==> config.mk <==
export PLATFORM = sky130hd
export DESIGN_NAME = host_link_read_transaction
export DESIGN_NICKNAME = d
export VERILOG_FILES = /design/src/hlrt_pkg.sv /design/src/hlrt_ram.sv /design/src/hlrt_datapath.sv /design/src/hlrt_ctrl.sv /design/src/host_link_read_transaction.sv
export SDC_FILE = /design/constraint.sdc
export NUM_CORES = 2
export LEC_CHECK = 0
export ABC_AREA = 0
export BUFFER_PORTS_ARGS = -buffer_cell sky130_fd_sc_hd__clkbuf_2
export CAP_MARGIN = 30
export CORE_UTILIZATION = 55
export CTS_CLUSTER_SIZE = 16
export DETAILED_ROUTE_END_ITERATION = 10
export PLACE_DENSITY = 0.71
export SYNTH_ARGS = -nofsm -noshare
export SYNTH_HDL_FRONTEND = slang
export SYNTH_SLANG_ARGS = --single-unit
==> constraint.sdc <==
create_clock -name clk -period 21.3 [get_ports clk]
set_input_delay 0 -clock clk [delete_from_list [all_inputs] [get_ports clk]]
set_output_delay 0 -clock clk [all_outputs]
set_load 0.03 [all_outputs]
==> src/hlrt_pkg.sv <==
// ----------------------------------------------------------------------------
// hlrt_pkg
// Shared types, codes and helper functions of the host link read transaction.
// ----------------------------------------------------------------------------
package hlrt_pkg;

  localparam int RecvBufBytes = 256;
  localparam int MaxWords     = 61;
  localparam int WAddrW       = $clog2(MaxWords);
  localparam int RxCntW       = 9;

  localparam logic [7:0] ChAt   = 8'h40;
  localparam logic [7:0] ChStar = 8'h2A;
  localparam logic [7:0] ChCr   = 8'd13;
  localparam logic [7:0] ChZero = 8'h30;

  localparam logic [1:0] CMD_START = 2'd0;
  localparam logic [1:0] CMD_BYTE  = 2'd1;
  localparam logic [1:0] CMD_TICK  = 2'd2;

  localparam logic [1:0] KIND_TX   = 2'd0;
  localparam logic [1:0] KIND_WORD = 2'd1;
  localparam logic [1:0] KIND_STAT = 2'd2;

  localparam logic [2:0] ST_OK      = 3'd0;
  localparam logic [2:0] ST_PLC     = 3'd1;
  localparam logic [2:0] ST_BADTERM = 3'd2;
  localparam logic [2:0] ST_TIMEOUT = 3'd3;
  localparam logic [2:0] ST_TOOBIG  = 3'd4;
  localparam logic [2:0] ST_BADAREA = 3'd5;

  localparam logic [2:0] REG_STATION = 3'd0;
  localparam logic [2:0] REG_AREA    = 3'd1;
  localparam logic [2:0] REG_SADDR   = 3'd2;
  localparam logic [2:0] REG_WCOUNT  = 3'd3;
  localparam logic [2:0] REG_TBASE   = 3'd4;
  localparam logic [2:0] REG_TIMEOUT = 3'd5;

  // Controller to datapath commands.
  typedef struct packed {
    logic       start;      // latch run values, clear counters
    logic       byte_in;    // process one received byte
    logic       tick;       // advance tick counter
    logic       dig_load;   // load the digit shifter for the frame
    logic       dig_step;   // produce one more decimal digit
    logic       wrd_rd;     // issue a word store read
    logic       wrd_next;   // advance the word read index
  } hlrt_cmd_t;

  // Datapath to controller status.
  typedef struct packed {
    logic       area_bad;
    logic       too_big;
    logic       plc_err;
    logic       frame_done;
    logic       term_ok;
    logic       timed_out;
    logic       words_done;
  } hlrt_stat_t;

  function automatic logic [3:0] nibble(input logic [7:0] c);
    logic [3:0] r;
    r = 4'd0;
    if (c >= 8'h30 && c <= 8'h39) r = c[3:0];
    else if ((c >= 8'h41 && c <= 8'h46) || (c >= 8'h61 && c <= 8'h66))
      r = c[3:0] + 4'd9;
    return r;
  endfunction

  function automatic logic [7:0] hex_char(input logic [3:0] v);
    return (v < 4'd10) ? (8'h30 + {4'd0, v}) : (8'h37 + {4'd0, v});
  endfunction

  function automatic logic [7:0] area_letter(input logic [3:0] a);
    logic [7:0] r;
    case (a)
      4'd0: r = 8'h52;
      4'd1: r = 8'h48;
      4'd2: r = 8'h4A;
      4'd3: r = 8'h4C;
      4'd4: r = 8'h44;
      4'd5: r = 8'h43;
      default: r = 8'h3F;
    endcase
    return r;
  endfunction

endpackage

==> src/hlrt_ram.sv <==
// ----------------------------------------------------------------------------
// hlrt_ram
// Generic single-port-write, single-read RAM with registered read data.
// ----------------------------------------------------------------------------
module hlrt_ram #(
  parameter int Width = 16,
  parameter int Depth = 61
) (
  input  logic                     clk,
  input  logic                     we,
  input  logic [$clog2(Depth)-1:0] waddr,
  input  logic [Width-1:0]         wdata,
  input  logic                     re,
  input  logic [$clog2(Depth)-1:0] raddr,
  output logic [Width-1:0]         rdata
);
  logic [Width-1:0] mem [Depth];

  always_ff @(posedge clk) begin
    if (we) mem[waddr] <= wdata;
    if (re) rdata <= mem[raddr];
  end
endmodule

==> src/hlrt_datapath.sv <==
// ----------------------------------------------------------------------------
// hlrt_datapath
// Frame builder, response parser, word store and tick counter.
// ----------------------------------------------------------------------------
module hlrt_datapath (
  input  logic               clk,
  input  logic               rst_n,
  input  hlrt_pkg::hlrt_cmd_t cmd,
  input  logic [7:0]         rx_byte,
  input  logic [6:0]         station,
  input  logic [3:0]         area,
  input  logic [13:0]        start_address,
  input  logic [13:0]        word_count,
  input  logic [15:0]        target_base,
  input  logic [31:0]        timeout_ticks,
  input  logic [4:0]         frame_idx,
  output hlrt_pkg::hlrt_stat_t stat,
  output logic [7:0]         tx_byte,
  output logic [15:0]        word_addr,
  output logic [15:0]        word_value,
  output logic [7:0]         plc_code
);
  logic [hlrt_pkg::RxCntW:0] rx_count_r;
  logic [15:0]               resp_code_r;
  logic [15:0]               word_accum_r;
  logic [31:0]               tick_count_r;
  logic [13:0]               run_count_r;
  logic [15:0]               run_base_r;
  logic [hlrt_pkg::WAddrW:0] rd_idx_r;
  // Digit generation: 10 decimal digits (station 2, address 4, count 4).
  logic [13:0]               dval_r;
  logic [3:0]                dig_r [10];
  logic [3:0]                dpos_r;
  logic [7:0]                x_r;

  localparam int RxW = hlrt_pkg::RxCntW;

  logic [15:0] need;
  logic [15:0] need_run;
  logic [15:0] p;
  logic        in_words;
  logic        we;
  logic [hlrt_pkg::WAddrW-1:0] waddr;
  logic [15:0] acc_nxt;
  logic [7:0]  fb [17];
  logic [7:0]  xs;

  assign need     = 16'd11 + {word_count, 2'b00};
  assign need_run = 16'd11 + {run_count_r, 2'b00};
  assign p        = {{(16-RxW-1){1'b0}}, rx_count_r};
  assign in_words = (p >= 16'd7) && (p < 16'd7 + {run_count_r, 2'b00});
  assign acc_nxt  = {word_accum_r[11:0], hlrt_pkg::nibble(rx_byte)};
  assign we       = cmd.byte_in && in_words && (p[1:0] == 2'd2) &&
                    (((p - 16'd7) >> 2) < 16'(hlrt_pkg::MaxWords));
  assign waddr    = hlrt_pkg::WAddrW'((p - 16'd7) >> 2);

  hlrt_ram #(.Width(16), .Depth(hlrt_pkg::MaxWords)) u_store (
    .clk   (clk),
    .we    (we),
    .waddr (waddr),
    .wdata (acc_nxt),
    .re    (cmd.wrd_rd),
    .raddr (rd_idx_r[hlrt_pkg::WAddrW-1:0]),
    .rdata (word_value)
  );

  // Frame bytes; digits are produced one per cycle by the digit sequencer.
  always_comb begin
    fb[0]  = hlrt_pkg::ChAt;
    fb[1]  = 8'h30 + {4'd0, dig_r[0]};
    fb[2]  = 8'h30 + {4'd0, dig_r[1]};
    fb[3]  = 8'h52;
    fb[4]  = hlrt_pkg::area_letter(area);
    for (int i = 0; i < 8; i++) fb[5+i] = 8'h30 + {4'd0, dig_r[2+i]};
    xs = 8'd0;
    for (int i = 0; i < 13; i++) xs = xs ^ fb[i];
    fb[13] = hlrt_pkg::hex_char(x_r[7:4]);
    fb[14] = hlrt_pkg::hex_char(x_r[3:0]);
    fb[15] = hlrt_pkg::ChStar;
    fb[16] = hlrt_pkg::ChCr;
    tx_byte = (frame_idx < 5'd17) ? fb[frame_idx] : 8'd0;
  end

  // Digit sequencer: dpos selects which number, dval holds remaining value.
  logic [13:0] dv;
  logic [3:0]  dslot;
  always_comb begin
    dv = dval_r;
    dslot = 4'd0;
    case (dpos_r)
      4'd0: dslot = 4'd1;  4'd1: dslot = 4'd0;
      4'd2: dslot = 4'd5;  4'd3: dslot = 4'd4;
      4'd4: dslot = 4'd3;  4'd5: dslot = 4'd2;
      4'd6: dslot = 4'd9;  4'd7: dslot = 4'd8;
      4'd8: dslot = 4'd7;  4'd9: dslot = 4'd6;
      default: dslot = 4'd0;
    endcase
  end

  logic [13:0] dq;
  logic [3:0]  dr;
  assign dq = 14'((28'(dv) * 28'd6554) >> 16);
  always_comb begin
    dr = 4'(dv - 14'(dq * 4'd10));
  end
  logic [13:0] dq_fix;
  logic [3:0]  dr_fix;
  always_comb begin
    dq_fix = dq;
    dr_fix = dr;
    if (dr >= 4'd10 || dv < 14'(dq * 4'd10)) begin
      dq_fix = dq - 14'd1;
      dr_fix = 4'(dv - 14'((dq - 14'd1) * 4'd10));
    end
  end

  // The eleventh step only captures the frame check; no digit is stored then.
  always_ff @(posedge clk) begin
    if (cmd.dig_load) begin
      dval_r <= {7'd0, station};
      dpos_r <= 4'd0;
      x_r    <= 8'd0;
    end else if (cmd.dig_step) begin
      if (dpos_r < 4'd10) dig_r[dslot] <= dr_fix;
      dpos_r <= dpos_r + 4'd1;
      case (dpos_r)
        4'd1: dval_r <= start_address;
        4'd5: dval_r <= word_count;
        default: dval_r <= dq_fix;
      endcase
      if (dpos_r == 4'd10) x_r <= xs;
    end
  end

  always_ff @(posedge clk) begin
    if (!rst_n) begin
      rx_count_r   <= '0;
      resp_code_r  <= '0;
      word_accum_r <= '0;
      tick_count_r <= '0;
      run_count_r  <= '0;
      run_base_r   <= '0;
      rd_idx_r     <= '0;
    end else begin
      if (cmd.start) begin
        rx_count_r   <= '0;
        resp_code_r  <= '0;
        word_accum_r <= '0;
        tick_count_r <= '0;
        run_count_r  <= word_count;
        run_base_r   <= target_base;
        rd_idx_r     <= '0;
      end
      if (cmd.byte_in) begin
        rx_count_r <= rx_count_r + 1'b1;
        if (p == 16'd5) resp_code_r[15:8] <= rx_byte;
        if (p == 16'd6) resp_code_r[7:0]  <= rx_byte;
        if (in_words) word_accum_r <= acc_nxt;
      end
      if (cmd.tick && tick_count_r != 32'hFFFF_FFFF) tick_count_r <= tick_count_r + 32'd1;
      if (cmd.wrd_next) rd_idx_r <= rd_idx_r + 1'b1;
    end
  end

  assign word_addr = run_base_r + 16'(rd_idx_r) - 16'd1;
  assign plc_code  = {hlrt_pkg::nibble(resp_code_r[15:8]),
                      hlrt_pkg::nibble(resp_code_r[7:0])};

  always_comb begin
    stat.area_bad   = area > 4'd5;
    stat.too_big    = (need > 16'(hlrt_pkg::RecvBufBytes)) ||
                      (word_count > 14'(hlrt_pkg::MaxWords));
    stat.plc_err    = (p == 16'd10) && (rx_byte == hlrt_pkg::ChCr) &&
                      (resp_code_r != 16'h3030);
    stat.frame_done = (p + 16'd1 == need_run);
    stat.term_ok    = rx_byte == hlrt_pkg::ChCr;
    stat.timed_out  = ((tick_count_r == 32'hFFFF_FFFF) ? tick_count_r
                       : tick_count_r + 32'd1) >= timeout_ticks;
    stat.words_done = (16'(rd_idx_r) >= {2'b00, run_count_r}) ||
                      (rd_idx_r >= (hlrt_pkg::WAddrW+1)'(hlrt_pkg::MaxWords));
  end
endmodule

==> src/hlrt_ctrl.sv <==
// ----------------------------------------------------------------------------
// hlrt_ctrl
// Controller: sequences frame transmission, response parsing and output.
// ----------------------------------------------------------------------------
module hlrt_ctrl (
  input  logic                 clk,
  input  logic                 rst_n,
  input  logic                 in_valid,
  output logic                 in_ready,
  input  logic [1:0]           in_cmd,
  output logic                 out_valid,
  input  logic                 out_ready,
  output logic [1:0]           out_kind,
  output logic [2:0]           out_status,
  output logic                 out_last,
  output logic                 sel_tx,
  output logic                 sel_word,
  output logic                 sel_code,
  output logic [4:0]           frame_idx,
  output hlrt_pkg::hlrt_cmd_t  cmd,
  input  hlrt_pkg::hlrt_stat_t stat
);
  typedef enum logic [2:0] {
    S_IDLE, S_DIGIT, S_FRAME, S_WRD_RD, S_WRD_OUT, S_STAT
  } state_t;

  state_t      state_r, state_nxt;
  logic        busy_r, busy_nxt;
  logic [4:0]  fidx_r, fidx_nxt;
  logic [3:0]  dcnt_r, dcnt_nxt;
  logic [2:0]  st_r, st_nxt;
  logic        post_r, post_nxt;   // status 4 follows the frame
  logic        acc;

  assign in_ready  = (state_r == S_IDLE);
  assign acc       = in_valid && in_ready;
  assign out_valid = (state_r == S_FRAME) || (state_r == S_WRD_OUT) ||
                     (state_r == S_STAT);
  assign out_kind  = (state_r == S_FRAME) ? hlrt_pkg::KIND_TX :
                     (state_r == S_WRD_OUT) ? hlrt_pkg::KIND_WORD : hlrt_pkg::KIND_STAT;
  assign out_status = (state_r == S_STAT) ? st_r : 3'd0;
  assign out_last  = (state_r == S_STAT) ||
                     ((state_r == S_FRAME) && fidx_r == 5'd16 && !post_r);
  assign sel_tx    = state_r == S_FRAME;
  assign sel_word  = state_r == S_WRD_OUT;
  assign sel_code  = (state_r == S_STAT) && (st_r == hlrt_pkg::ST_PLC);
  assign frame_idx = fidx_r;

  always_comb begin
    state_nxt = state_r;
    busy_nxt  = busy_r;
    fidx_nxt  = fidx_r;
    dcnt_nxt  = dcnt_r;
    st_nxt    = st_r;
    post_nxt  = post_r;
    cmd       = '0;
    case (state_r)
      S_IDLE: begin
        if (acc) begin
          case (in_cmd)
            hlrt_pkg::CMD_START: begin
              busy_nxt = 1'b0;
              if (stat.area_bad) begin
                st_nxt = hlrt_pkg::ST_BADAREA;
                state_nxt = S_STAT;
              end else begin
                cmd.dig_load = 1'b1;
                dcnt_nxt = 4'd0;
                post_nxt = stat.too_big;
                if (!stat.too_big) begin
                  cmd.start = 1'b1;
                  busy_nxt = 1'b1;
                end
                state_nxt = S_DIGIT;
              end
            end
            hlrt_pkg::CMD_BYTE: begin
              if (busy_r) begin
                cmd.byte_in = 1'b1;
                if (stat.plc_err) begin
                  busy_nxt = 1'b0;
                  st_nxt = hlrt_pkg::ST_PLC;
                  state_nxt = S_STAT;
                end else if (stat.frame_done) begin
                  busy_nxt = 1'b0;
                  if (!stat.term_ok) begin
                    st_nxt = hlrt_pkg::ST_BADTERM;
                    state_nxt = S_STAT;
                  end else begin
                    st_nxt = hlrt_pkg::ST_OK;
                    state_nxt = S_WRD_RD;
                  end
                end
              end
            end
            hlrt_pkg::CMD_TICK: begin
              if (busy_r) begin
                cmd.tick = 1'b1;
                if (stat.timed_out) begin
                  busy_nxt = 1'b0;
                  st_nxt = hlrt_pkg::ST_TIMEOUT;
                  state_nxt = S_STAT;
                end
              end
            end
            default: ;
          endcase
        end
      end
      S_DIGIT: begin
        cmd.dig_step = 1'b1;
        dcnt_nxt = dcnt_r + 4'd1;
        if (dcnt_r == 4'd10) begin
          fidx_nxt = 5'd0;
          state_nxt = S_FRAME;
        end
      end
      S_FRAME: begin
        if (out_ready) begin
          fidx_nxt = fidx_r + 5'd1;
          if (fidx_r == 5'd16) begin
            if (post_r) begin
              st_nxt = hlrt_pkg::ST_TOOBIG;
              state_nxt = S_STAT;
            end else begin
              state_nxt = S_IDLE;
            end
          end
        end
      end
      S_WRD_RD: begin
        if (stat.words_done) begin
          state_nxt = S_STAT;
        end else begin
          cmd.wrd_rd = 1'b1;
          cmd.wrd_next = 1'b1;
          state_nxt = S_WRD_OUT;
        end
      end
      S_WRD_OUT: begin
        if (out_ready) state_nxt = S_WRD_RD;
      end
      S_STAT: begin
        if (out_ready) state_nxt = S_IDLE;
      end
      default: state_nxt = S_IDLE;
    endcase
  end

  always_ff @(posedge clk) begin
    if (!rst_n) begin
      state_r <= S_IDLE;
      busy_r  <= 1'b0;
      fidx_r  <= 5'd0;
      dcnt_r  <= 4'd0;
      st_r    <= 3'd0;
      post_r  <= 1'b0;
    end else begin
      state_r <= state_nxt;
      busy_r  <= busy_nxt;
      fidx_r  <= fidx_nxt;
      dcnt_r  <= dcnt_nxt;
      st_r    <= st_nxt;
      post_r  <= post_nxt;
    end
  end

  a_no_accept_busy: assert property (@(posedge clk) disable iff (!rst_n)
    (state_r != S_IDLE) |-> !in_ready) else $error("input taken while working");
  a_frame_len: assert property (@(posedge clk) disable iff (!rst_n)
    (state_r == S_FRAME) |-> (fidx_r <= 5'd16)) else $error("frame index overrun");
  a_stat_idle: assert property (@(posedge clk) disable iff (!rst_n)
    (state_r == S_STAT && out_ready) |=> (state_r == S_IDLE))
    else $error("status not followed by idle");
  a_busy_clear: assert property (@(posedge clk) disable iff (!rst_n)
    (state_r == S_WRD_OUT) |-> !busy_r) else $error("busy during word output");
endmodule

==> src/host_link_read_transaction.sv <==
// ----------------------------------------------------------------------------
// host_link_read_transaction
// Host link read transaction: builds the read command and parses the reply.
// ----------------------------------------------------------------------------
// A start beat builds the frame (one decimal digit a cycle from a reciprocal
// multiply), then emits its 17 frame bytes one a cycle while the sink is
// ready, plus a status beat if the request is too big (a bad area sends only
// the status). The closing byte of a good reply then reads the word store
// one word at a time (registered RAM read, then output), followed by an OK
// status. Input is taken only while no result is pending, and each result
// stays until the sink takes it. The user is to make configuration writes
// only between runs, to take effect on the next start; the block does not
// enforce this. Word count and target base are latched at start.
module host_link_read_transaction (
  input  logic        clk,
  input  logic        rst_n,
  input  logic        in_valid,
  output logic        in_ready,
  input  logic [1:0]  in_cmd,
  input  logic [7:0]  in_rx_byte,
  output logic        out_valid,
  input  logic        out_ready,
  output logic [1:0]  out_kind,
  output logic [7:0]  out_tx_byte,
  output logic [15:0] out_word_addr,
  output logic [15:0] out_word_value,
  output logic [2:0]  out_status,
  output logic [7:0]  out_plc_code,
  output logic        out_last,
  input  logic        psel,
  input  logic        penable,
  input  logic        pwrite,
  input  logic [4:0]  paddr,
  input  logic [31:0] pwdata,
  output logic [31:0] prdata,
  output logic        pready
);
  logic [6:0]  station_r;
  logic [3:0]  area_r;
  logic [13:0] saddr_r;
  logic [13:0] wcount_r;
  logic [15:0] tbase_r;
  logic [31:0] timeout_r;

  hlrt_pkg::hlrt_cmd_t  cmd;
  hlrt_pkg::hlrt_stat_t stat;
  logic        sel_tx, sel_word, sel_code;
  logic [4:0]  frame_idx;
  logic [7:0]  tx_b, code;
  logic [15:0] waddr, wval;
  logic [2:0]  ridx;

  assign pready = 1'b1;
  assign ridx   = paddr[4:2];

  // Register file; a write lands on the access phase.
  always_ff @(posedge clk) begin
    if (!rst_n) begin
      station_r <= 7'd0;
      area_r    <= 4'd4;
      saddr_r   <= 14'd0;
      wcount_r  <= 14'd1;
      tbase_r   <= 16'd0;
      timeout_r <= 32'd1000;
    end else if (psel && penable && pwrite) begin
      case (ridx)
        hlrt_pkg::REG_STATION: station_r <= pwdata[6:0];
        hlrt_pkg::REG_AREA:    area_r    <= pwdata[3:0];
        hlrt_pkg::REG_SADDR:   saddr_r   <= pwdata[13:0];
        hlrt_pkg::REG_WCOUNT:  wcount_r  <= pwdata[13:0];
        hlrt_pkg::REG_TBASE:   tbase_r   <= pwdata[15:0];
        hlrt_pkg::REG_TIMEOUT: timeout_r <= pwdata;
        default: ;
      endcase
    end
  end

  always_comb begin
    case (ridx)
      hlrt_pkg::REG_STATION: prdata = {25'd0, station_r};
      hlrt_pkg::REG_AREA:    prdata = {28'd0, area_r};
      hlrt_pkg::REG_SADDR:   prdata = {18'd0, saddr_r};
      hlrt_pkg::REG_WCOUNT:  prdata = {18'd0, wcount_r};
      hlrt_pkg::REG_TBASE:   prdata = {16'd0, tbase_r};
      hlrt_pkg::REG_TIMEOUT: prdata = timeout_r;
      default:               prdata = 32'd0;
    endcase
  end

  // Station and numbers are reduced modulo 100 / 10000 in the digit sequencer
  // by taking only the low digits it produces.
  hlrt_ctrl u_ctrl (
    .clk        (clk),
    .rst_n      (rst_n),
    .in_valid   (in_valid),
    .in_ready   (in_ready),
    .in_cmd     (in_cmd),
    .out_valid  (out_valid),
    .out_ready  (out_ready),
    .out_kind   (out_kind),
    .out_status (out_status),
    .out_last   (out_last),
    .sel_tx     (sel_tx),
    .sel_word   (sel_word),
    .sel_code   (sel_code),
    .frame_idx  (frame_idx),
    .cmd        (cmd),
    .stat       (stat)
  );

  hlrt_datapath u_dp (
    .clk           (clk),
    .rst_n         (rst_n),
    .cmd           (cmd),
    .rx_byte       (in_rx_byte),
    .station       (station_r),
    .area          (area_r),
    .start_address (saddr_r),
    .word_count    (wcount_r),
    .target_base   (tbase_r),
    .timeout_ticks (timeout_r),
    .frame_idx     (frame_idx),
    .stat          (stat),
    .tx_byte       (tx_b),
    .word_addr     (waddr),
    .word_value    (wval),
    .plc_code      (code)
  );

  assign out_tx_byte    = sel_tx   ? tx_b  : 8'd0;
  assign out_word_addr  = sel_word ? waddr : 16'd0;
  assign out_word_value = sel_word ? wval  : 16'd0;
  assign out_plc_code   = sel_code ? code  : 8'd0;
endmodule
==> out/metrics.yaml <==
cp.arrival_ps: 10220
yosys.area.top_type_share: 0.526
syn-num-nets: 4415
antenna_found_initial: 3
cts_root_buf: "clkbuf_16"
grt_use_total: 0.265
cts.sinks: 1272
cp-start-kind: "flip-flop"
dp_cells: 5527
whs_ps: 61.5
portBuffers: 138
mostFrequentLayoutCells: "1039 x edfxtp_1, 339 x nand2_1, 330 x mux4_2, 266 x nor2_1, 230 x a21oi_1"
ys_seq_area_frac: 0.604
hp-class: "input port to flip-flop"
hold_path_end: "timeout_r[28]"
pin_count: 143
slowest_stage: "a21oi_1"
grt_pass1_vias: 34700
maxSlewHeadroom: 0.282
ys.flop_type: "edfxtp_1"
use_met2: 0.446
setup_violations: 0
grt_max_degree: 131
dieArea_sq_um: 109000
netlist.top_cell.by_area: "edfxtp_1"
post_cts_buffers: 0
ys_warn_count: 0
syn_avg_cell_area_sq_um: 14.5
min_from: "pwdata[28]"
worstHoldPathCells: 4
post-route-util: 0.624
drive_gt1_frac: 0.196
final_common_cell: "edfxtp_1"
cts_tree: "yes"
grt_overflow: 0
r2r_slack_ps: 11510
fp.dieH_microns: 331
fill_cells: 7764
num_rows: 120
status: "completed"
syn_inst: 4084
critPathMaxStageDelay_ps: 770
synth_area_sq_um: 59400
period_needed_ps: 9790
area_growth_pct: 12.6
hold_viol: 0
wl_microns: 143000
via_count: 35500
fin_skew_ps: 29.7
rsz0062_at_grt: "no"
yosys-top-cells-area: "edfxtp_1 53%, mux4_2 13%, dfxtp_1 7.9%"
setup_tns_ps: 0
required_ps: 21730
reg2regPathDepth: 33
synth-async-reset-ratio: 0
drt_iter0_drc: 3389
grt.busiest_layer: "met2"
max_freq_mhz: 102
final_net_count: 4639
final_cells: 5808
rr_startpoint: "u_dp.dv[0]"
endpoint_kind: "flip-flop"
first_pass_iters: 8
ant_nets: 0
gr-usage-met1: 0.355
vias_per_cell: 6.11
wl_per_cell_microns: 24.7
cp_common_cell: "ha_1"
ys_types: 101
die-width_microns: 331
r2r_end: "u_dp.dig_r[5][3]"
start_util: 0.554
hpwl_microns: 91100
numCtsBuffers: 130
core_sq_um: 107000
ys_seq_elements: 1272
h-tree-depth: 4
routabilityCongestion: 0.894
drc: 0
crit_type: "flip-flop to flip-flop"
cts_buffer_depth: 3
insertion_delay_ps: 740
grt_util_met3: 0.0404
worstMarginPinSlew_ps: 1070
synth-edff-count: 1039
maxSlewViolCount: 0
finalCritPeriodShare: 0.460
cp_max_fo: 16
cts.reportedPaths.clkPinSlew_ps: 60
drv_cap: 0
grt_pass1_wl_microns: 214000
## routing by layer
| metal | part of all wire | vias up |
|---|---|---|
| met2 | 0.50 | 1419 |
| met4 | 0.030 | 0 |
| met3 | 0.073 | 240 |
| li1 | - | 15900 |
| met5 | 0 | - |
| met1 | 0.40 | 17900 |
## synth_stat cells, types with 8 or more instances
master	number
nor3_1	35
and3_1	55
nor4_1	8
buf_1	21
o22ai_1	14
a21o_1	32
a22o_1	19
clkbuf_1	141
inv_1	221
a211oi_1	23
nand3b_1	17
buf_2	31
a21oi_2	12
o21a_1	11
ha_1	227
mux4_2	330
o21ai_2	10
o21ai_1	18
and2_1	33
a21oi_1	231
nand4_1	26
nand2b_1	23
nor2_1	268
or2_2	10
nor3b_1	21
xnor2_1	98
a31oi_1	24
edfxtp_1	1039
dfxtp_1	233
mux2i_1	63
fa_1	50
or3_1	27
nand2_1	339
o211ai_1	11
nand3_1	61
and4_1	15
xor2_1	55
o21ai_0	70
nor2b_1	16
## layout make-up
class	count	area, sq um	area share
diodes	1	2.50	0.0000375
clock buffers	176	3600	0.0539
clock inverters	52	603	0.00903
inverters	227	860	0.0129
multi-input cells	2382	21800	0.327
flip-flops and latches	1272	35900	0.537
well taps	1403	1760	0.0263
repair buffers	295	2270	0.0339
## state kept, by name, indices dropped and copies added, names as in the netlist, 5 cells and up
| signal | count |
|---|---|
| timeout_r | 32 |
| tbase_r | 16 |
| u_dp.dig_r | 40 |
| u_dp.word_accum_r | 12 |
| u_dp.dv | 14 |
| u_dp.rx_count_r | 10 |
| u_dp.x_r | 7 |
| saddr_r | 14 |
| u_dp.u_store.mem | 976 |
| u_dp.run_count_r | 14 |
| u_dp.run_base_r | 16 |
| u_dp.u_store.rdata | 16 |
| wcount_r | 14 |
| station_r | 7 |
| u_dp.rd_idx_r | 7 |
| u_dp.tick_count_r | 32 |
| u_dp.resp_code_r | 16 |
| u_ctrl.frame_idx | 5 |
## logic make-up (layout without fill, tap and decap cells)
logic type,after synthesis,in the layout,share of synthesized area
flip-flops,1272,1272,0.604
AND/OR/NAND/NOR,1002,1002,0.0831
AO/OA/AOI/OAI,544,544,0.0580
buffers and inverters,430,750,0.0288
multiplexers,400,400,0.137
adder cells (fa/ha/maj),277,277,0.0647
XOR/XNOR,157,157,0.0239
other,2,3,0.000127
## how the worst max path moves through the flow
stage                                   to  startpoint
after floorplan                 u_dp.dv[5]  u_dp.dv[5]
after CTS                 u_dp.dig_r[8][1]  u_dp.dv[0]
after global routing      u_dp.dig_r[7][3]  u_dp.dv[0]
after global placement    u_dp.dig_r[5][1]  u_dp.dv[0]
after detailed placement  u_dp.dig_r[6][1]  u_dp.dv[0]
final                     u_dp.dig_r[5][3]  u_dp.dv[0]
## stage by stage
stage	cell area (sq um)	worst slack [ps]
floorplan	59400	12830
global placement	61700	11650
detailed placement	62100	11570
CTS	66800	11490
global route	66800	10830
finish	66800	11510
## repair_timing
| action | CTS | global route |
|---|---|---|
| gates resized for setup | 0 | 0 |
| endpoints found under the setup margin | 0 | 0 |
| endpoints found under the hold margin | 122 | 0 |
| hold buffers | 51 | 0 |
## worst max-delay path, delay by kind of cell, from the launching register on
| kind | cells | cell delay, ps |
|---|---|---|
| AOI/OAI and AO/OA | 12 | 3570 |
| xor gates and xnor gates | 2 | 620 |
| adders and majority gates | 9 | 3520 |
| buffers and inverters | 5 | 320 |
| DFF | 1 | 760 |
| and+or+nand+nor | 5 | 690 |
Power is not shown: default switching activity piles up to over one toggle a cycle in this logic, so the estimate is an artifact.
